File: src/rtl/core/assert_macros.svh
// Assertion macros shared by the RTL of the joystick axis calibration block.
// Depends on nothing; NO_ASSERTIONS turns every macro into an empty body.
`ifndef ASSERT_MACROS_SVH
`define ASSERT_MACROS_SVH

`ifndef NO_ASSERTIONS
// Consequent must hold in the same cycle as the antecedent.
`define ASSERT_SAME(label, clk, rstn, ante, cons, msg) \
	label: assert property (@(posedge clk) disable iff (!rstn) (ante) |-> (cons)) \
		else $error(msg);
// Consequent must hold in the cycle after the antecedent.
`define ASSERT_NEXT(label, clk, rstn, ante, cons, msg) \
	label: assert property (@(posedge clk) disable iff (!rstn) (ante) |=> (cons)) \
		else $error(msg);
`else
`define ASSERT_SAME(label, clk, rstn, ante, cons, msg)
`define ASSERT_NEXT(label, clk, rstn, ante, cons, msg)
`endif

`endif

File: src/rtl/core/jacm_pkg.sv
// Shared constants and types for the joystick axis calibration and mapping block.
// Depends on nothing; used by joystick_axis_calibrate_map.
package jacm_pkg;

	// Default configuration of the block.
	localparam int DEFAULT_STICKS      = 2;
	localparam int DEFAULT_CAL_SAMPLES = 64;
	localparam int DEFAULT_SAMPLE_BITS = 12;

	// Output range is -OUT_HIGH..OUT_HIGH; OUT_HIGH is 2^15 - 4.
	localparam int POS_BITS = 16;
	localparam int OUT_HIGH = 32764;

	// The largest quotient is 2 * OUT_HIGH, which needs 16 bits; the quotient is 17 bits wide.
	localparam int QUO_BITS = 17;

	// Configuration port.
	localparam int CFG_INDEX_BITS = 2;
	localparam int CFG_DATA_BITS  = 12;
	localparam int DZ_BITS        = 12;
	localparam int DZ_RESET       = 64;

	localparam logic [CFG_INDEX_BITS-1:0] REG_CAL_MAPPING = 2'd0;
	localparam logic [CFG_INDEX_BITS-1:0] REG_DEADZONE    = 2'd1;
	localparam logic [CFG_INDEX_BITS-1:0] REG_INVERT_X    = 2'd2;
	localparam logic [CFG_INDEX_BITS-1:0] REG_INVERT_Y    = 2'd3;

	// Request opcodes.
	localparam logic OP_NORMAL      = 1'b0;
	localparam logic OP_CALIBRATION = 1'b1;

	typedef logic signed [POS_BITS-1:0] pos_t;

endpackage

File: src/rtl/core/joystick_axis_calibrate_map.sv
// Top level of the joystick axis calibration and mapping block.
// Depends on jacm_pkg and assert_macros.svh.
//
// Each request carries one X/Y sample pair for one stick. A normal request widens
// that stick's per-axis bounds and maps both axes to -32764..32764, either with a
// deadzone and two slopes around the neutral point or by linear interpolation
// between the bounds, then applies the per-axis inversion. A calibration request
// adds the pair to a per-axis sum; every CAL_SAMPLES-th one sets neutral to the
// truncated average and flags calibration_done. One request is worked on at a time.
// A normal request, and a calibration request that completes the average, raise
// out_valid when the result register is free, after a state update, then per axis
// a setup step, the shared bit-serial restoring divider and a write-back step, and
// then the load of the result register. Any other calibration request, or one for a
// stick index out of range, goes from the state update straight to that load. The
// next request is taken in the cycle after the result register is loaded. The
// divider, shared by both axes, forms one quotient bit per cycle. A new request is
// taken while the previous result still waits in the output register.
module joystick_axis_calibrate_map #(
	parameter int STICKS      = jacm_pkg::DEFAULT_STICKS,
	parameter int CAL_SAMPLES = jacm_pkg::DEFAULT_CAL_SAMPLES,
	parameter int SAMPLE_BITS = jacm_pkg::DEFAULT_SAMPLE_BITS,
	localparam int SIW = (STICKS > 1) ? $clog2(STICKS) : 1
) (
	input  logic                                 clk,
	input  logic                                 arst_n,
	// Configuration write port.
	input  logic                                 cfg_we,
	input  logic [jacm_pkg::CFG_INDEX_BITS-1:0]  cfg_index,
	input  logic [jacm_pkg::CFG_DATA_BITS-1:0]   cfg_data,
	// Sample request channel.
	input  logic                                 in_valid,
	output logic                                 in_ready,
	input  logic                                 opcode,
	input  logic [SIW-1:0]                       stick_index,
	input  logic [SAMPLE_BITS-1:0]               x_sample,
	input  logic [SAMPLE_BITS-1:0]               y_sample,
	// Result channel.
	output logic                                 out_valid,
	input  logic                                 out_ready,
	output jacm_pkg::pos_t                       x_position,
	output jacm_pkg::pos_t                       y_position,
	output logic                                 calibration_done
);

	`include "assert_macros.svh"

	localparam int SB    = SAMPLE_BITS;
	localparam int CNTW  = $clog2(CAL_SAMPLES);
	localparam int SUMW  = SB + $clog2(CAL_SAMPLES);
	localparam int CALW  = $clog2(CAL_SAMPLES + 1);
	localparam int DVW   = (SB > CALW) ? SB : CALW;
	localparam int QW    = jacm_pkg::QUO_BITS;
	localparam int NW    = DVW + QW;
	localparam int QCW   = $clog2(QW);
	localparam int MW    = (SB > jacm_pkg::DZ_BITS) ? SB : jacm_pkg::DZ_BITS;
	localparam int PB    = jacm_pkg::POS_BITS;

	// Sequencer states.
	localparam logic [2:0] S_IDLE = 3'd0;
	localparam logic [2:0] S_UPD  = 3'd1;
	localparam logic [2:0] S_PREP = 3'd2;
	localparam logic [2:0] S_DIV  = 3'd3;
	localparam logic [2:0] S_POST = 3'd4;
	localparam logic [2:0] S_DONE = 3'd5;

	logic [2:0] state_q;
	logic       axis_q;
	logic [QCW-1:0] step_q;
	logic       out_valid_q;

	// Configuration registers.
	logic                          cal_map_q;
	logic [jacm_pkg::DZ_BITS-1:0]  dz_q;
	logic                          inv_x_q;
	logic                          inv_y_q;

	// Per-stick state.
	logic [SB-1:0]   lo_q  [STICKS][2];
	logic [SB-1:0]   hi_q  [STICKS][2];
	logic [SB-1:0]   mid_q [STICKS][2];
	logic [SUMW-1:0] sum_q [STICKS][2];
	logic [CNTW-1:0] cnt_q [STICKS];

	// Request payload and working registers.
	logic            op_q;
	logic [SIW-1:0]  stick_q;
	logic [SB-1:0]   smp_q [2];
	logic [DVW-1:0]  rem_q;
	logic [QW-1:0]   quo_q;
	logic [DVW-1:0]  div_d_q;
	logic            zero_q;
	logic            neg_q;
	jacm_pkg::pos_t  pos_q [2];
	logic            done_q;
	jacm_pkg::pos_t  x_q;
	jacm_pkg::pos_t  y_q;
	logic            done_out_q;

	logic in_fire;
	logic out_load;
	logic stick_ok;
	logic cal_last;

	assign in_ready  = (state_q == S_IDLE);
	assign in_fire   = in_valid && in_ready;
	assign out_load  = (state_q == S_DONE) && (!out_valid_q || out_ready);
	assign stick_ok  = (32'(stick_q) < STICKS);
	assign cal_last  = (cnt_q[stick_q] == CNTW'(CAL_SAMPLES - 1));

	assign out_valid        = out_valid_q;
	assign x_position       = x_q;
	assign y_position       = y_q;
	assign calibration_done = done_out_q;

	// Divider setup for the current axis: zero detection, magnitude and divisor.
	logic [SB-1:0]        s_c, lo_c, hi_c, mid_c;
	logic signed [SB:0]   d_c;
	logic [SB:0]          dneg_c;
	logic [SB-1:0]        dmag_c;
	logic [SB-1:0]        m_c;
	logic [DVW-1:0]       den_c;
	logic [NW-1:0]        nm_c;
	logic [NW-1:0]        num_c;
	logic                 zero_c;

	always_comb begin
		s_c    = smp_q[axis_q];
		lo_c   = lo_q[stick_q][axis_q];
		hi_c   = hi_q[stick_q][axis_q];
		mid_c  = mid_q[stick_q][axis_q];
		d_c    = $signed({1'b0, s_c}) - $signed({1'b0, mid_c});
		dneg_c = -d_c;
		dmag_c = d_c[SB] ? dneg_c[SB-1:0] : d_c[SB-1:0];
		if (cal_map_q) begin
			m_c    = dmag_c;
			den_c  = DVW'(d_c[SB] ? (mid_c - lo_c) : (hi_c - mid_c));
			zero_c = (hi_c == lo_c) || (d_c == '0) || (MW'(dmag_c) < MW'(dz_q));
		end else begin
			m_c    = s_c - lo_c;
			den_c  = DVW'(hi_c - lo_c);
			zero_c = (hi_c == lo_c);
		end
		nm_c = NW'(m_c);
		if (op_q == jacm_pkg::OP_CALIBRATION) begin
			num_c = NW'(sum_q[stick_q][axis_q]);
			den_c = DVW'(CAL_SAMPLES);
		end else if (cal_map_q) begin
			// Times OUT_HIGH, which is 2^15 - 4.
			num_c = (nm_c << 15) - (nm_c << 2);
		end else begin
			// Times the full span 2 * OUT_HIGH, which is 2^16 - 8.
			num_c = (nm_c << 16) - (nm_c << 3);
		end
	end

	// One restoring division step: one quotient bit per cycle.
	logic [DVW:0]   trial_c;
	logic           ge_c;
	logic [DVW:0]   diff_c;

	always_comb begin
		trial_c = {rem_q, quo_q[QW-1]};
		diff_c  = trial_c - {1'b0, div_d_q};
		ge_c    = (trial_c >= {1'b0, div_d_q});
	end

	// Final position of the current axis from the quotient.
	logic [QW:0]     lin_c;
	logic [PB-1:0]   mag_c;
	jacm_pkg::pos_t  val_c;
	jacm_pkg::pos_t  fin_c;
	logic            inv_c;

	always_comb begin
		lin_c = {1'b0, quo_q} - (QW + 1)'(jacm_pkg::OUT_HIGH);
		mag_c = quo_q[PB-1:0];
		if (zero_q) begin
			val_c = '0;
		end else if (cal_map_q) begin
			val_c = neg_q ? -$signed(mag_c) : $signed(mag_c);
		end else begin
			val_c = $signed(lin_c[PB-1:0]);
		end
		inv_c = axis_q ? inv_y_q : inv_x_q;
		fin_c = inv_c ? -val_c : val_c;
	end

	// Sequencer, configuration and per-stick state.
	always_ff @(posedge clk or negedge arst_n) begin
		if (!arst_n) begin
			state_q     <= S_IDLE;
			axis_q      <= 1'b0;
			step_q      <= '0;
			out_valid_q <= 1'b0;
			cal_map_q   <= 1'b1;
			dz_q        <= jacm_pkg::DZ_BITS'(jacm_pkg::DZ_RESET);
			inv_x_q     <= 1'b0;
			inv_y_q     <= 1'b0;
			for (int i = 0; i < STICKS; i++) begin
				for (int a = 0; a < 2; a++) begin
					lo_q[i][a]  <= '1;
					hi_q[i][a]  <= '0;
					mid_q[i][a] <= '0;
					sum_q[i][a] <= '0;
				end
				cnt_q[i] <= '0;
			end
		end else begin
			// Configuration writes.
			if (cfg_we) begin
				case (cfg_index)
					jacm_pkg::REG_CAL_MAPPING: cal_map_q <= cfg_data[0];
					jacm_pkg::REG_DEADZONE:    dz_q      <= cfg_data[jacm_pkg::DZ_BITS-1:0];
					jacm_pkg::REG_INVERT_X:    inv_x_q   <= cfg_data[0];
					jacm_pkg::REG_INVERT_Y:    inv_y_q   <= cfg_data[0];
					default: ;
				endcase
			end

			// Result register handshake.
			if (out_load) begin
				out_valid_q <= 1'b1;
			end else if (out_ready) begin
				out_valid_q <= 1'b0;
			end

			case (state_q)
				S_IDLE: begin
					if (in_fire) begin
						axis_q  <= 1'b0;
						state_q <= S_UPD;
					end
				end
				S_UPD: begin
					if (!stick_ok) begin
						state_q <= S_DONE;
					end else if (op_q == jacm_pkg::OP_CALIBRATION) begin
						for (int a = 0; a < 2; a++) begin
							sum_q[stick_q][a] <= sum_q[stick_q][a] + SUMW'(smp_q[a]);
						end
						if (cal_last) begin
							state_q <= S_PREP;
						end else begin
							cnt_q[stick_q] <= cnt_q[stick_q] + 1'b1;
							state_q        <= S_DONE;
						end
					end else begin
						for (int a = 0; a < 2; a++) begin
							if (smp_q[a] > hi_q[stick_q][a]) hi_q[stick_q][a] <= smp_q[a];
							if (smp_q[a] < lo_q[stick_q][a]) lo_q[stick_q][a] <= smp_q[a];
						end
						state_q <= S_PREP;
					end
				end
				S_PREP: begin
					step_q  <= QCW'(QW - 1);
					state_q <= S_DIV;
				end
				S_DIV: begin
					if (step_q == '0) begin
						state_q <= S_POST;
					end else begin
						step_q <= step_q - 1'b1;
					end
				end
				S_POST: begin
					if (op_q == jacm_pkg::OP_CALIBRATION) begin
						mid_q[stick_q][axis_q] <= quo_q[SB-1:0];
						sum_q[stick_q][axis_q] <= '0;
					end
					if (!axis_q) begin
						axis_q  <= 1'b1;
						state_q <= S_PREP;
					end else begin
						if (op_q == jacm_pkg::OP_CALIBRATION) cnt_q[stick_q] <= '0;
						state_q <= S_DONE;
					end
				end
				S_DONE: begin
					if (out_load) state_q <= S_IDLE;
				end
				default: state_q <= S_IDLE;
			endcase
		end
	end

	// Payload and divider datapath.
	always_ff @(posedge clk) begin
		if (in_fire) begin
			op_q     <= opcode;
			stick_q  <= stick_index;
			smp_q[0] <= x_sample;
			smp_q[1] <= y_sample;
			pos_q[0] <= '0;
			pos_q[1] <= '0;
			done_q   <= 1'b0;
		end
		if (state_q == S_PREP) begin
			rem_q   <= num_c[NW-1:QW];
			quo_q   <= num_c[QW-1:0];
			div_d_q <= den_c;
			zero_q  <= (op_q == jacm_pkg::OP_NORMAL) && zero_c;
			neg_q   <= d_c[SB];
		end
		if (state_q == S_DIV) begin
			rem_q <= ge_c ? diff_c[DVW-1:0] : trial_c[DVW-1:0];
			quo_q <= {quo_q[QW-2:0], ge_c};
		end
		if (state_q == S_POST) begin
			if (op_q == jacm_pkg::OP_NORMAL) begin
				pos_q[axis_q] <= fin_c;
			end else if (axis_q) begin
				done_q <= 1'b1;
			end
		end
		if (out_load) begin
			x_q        <= pos_q[0];
			y_q        <= pos_q[1];
			done_out_q <= done_q;
		end
	end

	// Only one request is in the sequencer at a time.
	`ASSERT_NEXT(a_one_in_flight, clk, arst_n, in_valid && in_ready, !in_ready, "request accepted while busy")
	// A completed calibration never reports a position.
	`ASSERT_SAME(a_cal_zero_pos, clk, arst_n, out_valid && calibration_done, (x_position == '0) && (y_position == '0), "calibration result with nonzero position")
	// The partial remainder stays below the divisor while a real quotient is formed.
	`ASSERT_SAME(a_rem_below_div, clk, arst_n, (state_q == S_DIV) && !zero_q && (div_d_q != '0), rem_q < div_d_q, "divider remainder overflow")

endmodule
File: config.mk
export PLATFORM = sky130hd
export DESIGN_NAME = joystick_axis_calibrate_map
export DESIGN_NICKNAME = d
export VERILOG_FILES = /design/src/rtl/core/jacm_pkg.sv /design/src/rtl/core/joystick_axis_calibrate_map.sv
export VERILOG_INCLUDE_DIRS = /design/src /design/src/rtl/core
export SDC_FILE = /design/constraint.sdc
export NUM_CORES = 1
export LEC_CHECK = 0
export BUFFER_PORTS_ARGS = -buffer_cell sky130_fd_sc_hd__buf_4
export CAP_MARGIN = 20
export CORE_MARGIN = 5
export CORE_UTILIZATION = 64
export DETAILED_ROUTE_END_ITERATION = 12
export PLACE_DENSITY = 0.81
export SYNTH_ARGS = -nofsm -noshare
export SYNTH_HDL_FRONTEND = slang
export SYNTH_SLANG_ARGS = --single-unit
File: constraint.sdc
create_clock -name clk -period 9 [get_ports clk]
set_input_delay 0.45 -clock clk [delete_from_list [all_inputs] [get_ports clk]]
set_output_delay 0.45 -clock clk [all_outputs]
set_load 0.01 [all_outputs]
==> impl_metrics.csv <==
group,metric,value,unit
grt,grt_pass1_wl,111000,µm
grt,globalRouteOverflowTotal,0,
sta,tns,0,ps
grt,grt_pass1_vias,19700,
sta,fin_crit_sh,78.6,%
sta,rsz0062_at_grt,"false",
logic_synthesis,yosysTopAreaCell,"dfrtp_1",
clock_network,htree_levels,2,
clock_network,holdBufCountCts,0,
flow_run,drv_cap,0,
placement,dpl-instance-area,0.0259,mm²
clock_network,cts_setup_buffers,0,
floorplan,rows,72,
logic_synthesis,synth_cell_types,96,
floorplan,core,0.0386,mm²
grt,grt_util_met2,51.1,%
drt,drt_wl_total,71200,µm
floorplan,fp.dieW,207,µm
floorplan,dieArea,0.0429,mm²
sta,finalWorstPathRequiredPeriod,7080,ps
clock_network,cts_sinks,388,
critical_path,r2r-start,"axis_q",
critical_path,reg2reg_depth,19,
drt,drc,0,
grt,grt_antenna_before_repair,3,
logic_synthesis,synth.area.top_cells,"dfrtp_1, edfxtp_1, ha_1",
drt,first_iter_violations,2024,
grt,busiest_layer,"met2",
floorplan,die_h,207,µm
critical_path,path_max_fanout,63,
critical_path,startpoint_type,"register",
finish,final_cells,3031,
sta,fin_hold_ws,-65.0,ps
critical_path,reg2reg_to,"rem_q[1]",
logic_synthesis,ys_ff_latch,388,
drt,postRouteAntennaNets,0,
finish,final_area,0.0273,mm²
critical_path,criticalPathCategory,"register to register",
floorplan,start_util,64.5,%
clock_network,cts_tree,"yes",
critical_path,end_kind,"register",
logic_synthesis,synth_cells,2451,
run_status,outcome,"finished, violations left",
sta,drv_slew,0,
critical_path,critPathRequiredTime,9310,ps
grt,grt_max_degree,126,
clock_network,cts_max_path_buffers,3,
floorplan,io_pins,80,
placement,hpwl,51600,µm
sta,fin_skew,17.0,ps
finish,n_fill_cell,2800,
critical_path,reg2reg_slack,1920,ps
finish,diodes,0,
finish,layout-drive-gt1-share,16.8,%
finish,final_nets,2688,
logic_synthesis,syn_area,0.0249,mm²
placement,dp_cells,2953,
logic_synthesis,yosysWarnings,0,
clock_network,cts.repair.resized,0,
sta,finalHoldViolCount,13,
grt,track_usage,32.3,%
logic_synthesis,synth_seq_area_share,42.0,%
finish,syn_to_final_growth,10.0,%
logic_synthesis,ys.flop_type,"dfrtp_1",
critical_path,worstPathCellList,"buf_4 > mux2i_1 > ha_1 > fa_1 > nand2b_1 > or3_4 > nand4_2 > a21o_2 > a21oi_1 > mux2i_1 > ha_1 > nor4b_1 > a41oi_1 > a211o_1 > nor3_1 > nor2b_1 > o21ai_0 > o21ai_0 > o22ai_1",
clock_network,clk_latency,580,ps
critical_path,slowest_delay,1020,ps
clock_network,cts_root_buf,"clkbuf_16",
grt,use_met3,6.58,%
drt,drt_first_pass_iters,6,
drt,detail_route.wl_per_cell,23.5,µm
sta,worstMarginPinSlew,1150,ps
sta,timing.fmax,0.141,GHz
logic_synthesis,synth-edff-count,134,
critical_path,cp.arrival,7380,ps
clock_network,cts_buffers,41,
logic_synthesis,synth_top_area_share,20.4,%
placement,port_buffers,79,
hold_path,hold_class,"input port to async pin",
run_status,violations,"hold timing",
drt,vias,19900,
critical_path,crit_slowest_cell,"dfrtp_4",
logic_synthesis,synth_async_sr_flop_share,65.2,%
logic_synthesis,syn_nets,2659,
grt,use_met1,43.9,%
drt,viasPerCell,6.57,
sta,setup_viol,0,
clock_network,clk_pin_slew_worst_paths,60,ps
placement,gp_congestion,0.975,
sta,maxSlewHeadroom,22.7,%
logic_synthesis,syn_area_per_cell,10.1,µm²
-- registers in the layout, summed over array words and instances, names as in the netlist, 16 cells and up --
name and flops:
x_position 16, pos_q 32, quo_q 17, lo_q 48
mid_q 48, y_position 16, hi_q 48, smp_q 24
sum_q 72
-- metal layers --
layer | wire length, µm | vias to the layer above | part of all wire (%)
met3 | 6050 | 192 | 8.5
met4 | 3150 | 6 | 4.4
met5 | 47 | - | 0.066
li1 | - | 9035 | -
met1 | 28900 | 9799 | 41
met2 | 33000 | 891 | 46
-- cells in the final DEF, fill, tap and decap left out, types with 33 or more instances in the layout --
master and n:
dfstp_2 50, nor2_1 183, ha_1 156, o21ai_0 166, mux2_2 127, a21oi_1 123
xnor2_1 83, inv_1 139, mux2i_1 95, o211ai_1 35, buf_4 101, nand2_1 189
nor2b_1 44, o31ai_1 60, nor3_1 34, edfxtp_1 134, xor2_1 33, a21o_1 34
dfrtp_1 202, a22o_1 64, clkbuf_16 43
-- through the flow --
step                      utilization (%)  hold WS (ps)  worst slack, ps
after global routing                 70.9          41.4             1500
after CTS                            70.8          11.9             1980
after floorplan                         -           154             1920
after global placement               67.0           403             2190
after detailed placement             67.1           405             2000
final                                70.9         -65.0             1920
-- cell families (layout without fill, tap and decap cells) --
group | after synthesis | after routing | synth area share [%]
adders and majority gates | 164 | 164 | 8.46
and+or+nand+nor | 611 | 611 | 11.7
xor gates and xnor gates | 119 | 119 | 4.28
muxes | 243 | 243 | 11.5
DFF | 388 | 388 | 42.0
AOI/OAI and AO/OA | 663 | 663 | 18.0
buffers and inverters | 263 | 325 | 4.04
-- worst max-delay path by stage --
stage | startpoint | slack (ps) | endpoint
floorplan | stick_q | 1920 | rem_q[0]
global placement | axis_q | 2190 | rem_q[0]
detailed placement | axis_q | 2000 | rem_q[0]
CTS | axis_q | 1980 | rem_q[0]
global route | axis_q | 1500 | rem_q[1]
finish | axis_q | 1920 | rem_q[1]
-- area by class of cell --
class	count	area, µm²	share of cell area (%)
timing repair buffer	106	837	3.06
multi-input combinational	1800	13400	49.1
clock buffer	44	1090	3.99
clock inverter	32	357	1.30
sequential	388	10400	38.2
inverter	143	537	1.96
tap	518	648	2.37
-- critical path: cells and delay by family, from the launching register on --
| family | cells | cell delay [ps] |
|---|---|---|
| buffers and inverters | 1 | 460 |
| adders and majority gates | 3 | 1160 |
| AOI/OAI and AO/OA | 7 | 2010 |
| muxes | 2 | 390 |
| and+or+nand+nor | 6 | 1760 |
| DFF | 1 | 1020 |
-- synthesized netlist by cell type, types with 20 or more instances --
cell type  number
mux2i_1        95
inv_1         139
nand3_1        26
xnor2_1        83
o211ai_1       35
ha_1          156
nor2_1        184
nor2b_1        45
dfstp_2        50
xor2_1         33
nand2b_1       28
a21oi_1       123
a21o_1         34
mux4_2         20
mux2_2        127
nand2_1       189
nor3_1         37
nand4_1        21
a22o_1         64
o31ai_1        60
dfrtp_1       203
o21a_1         29
clkbuf_1      104
edfxtp_1      134
o21ai_0       166
Power is left out: the tool's default activity adds up to more than one toggle a clock period on the data nets, which glitch-free logic cannot reach.
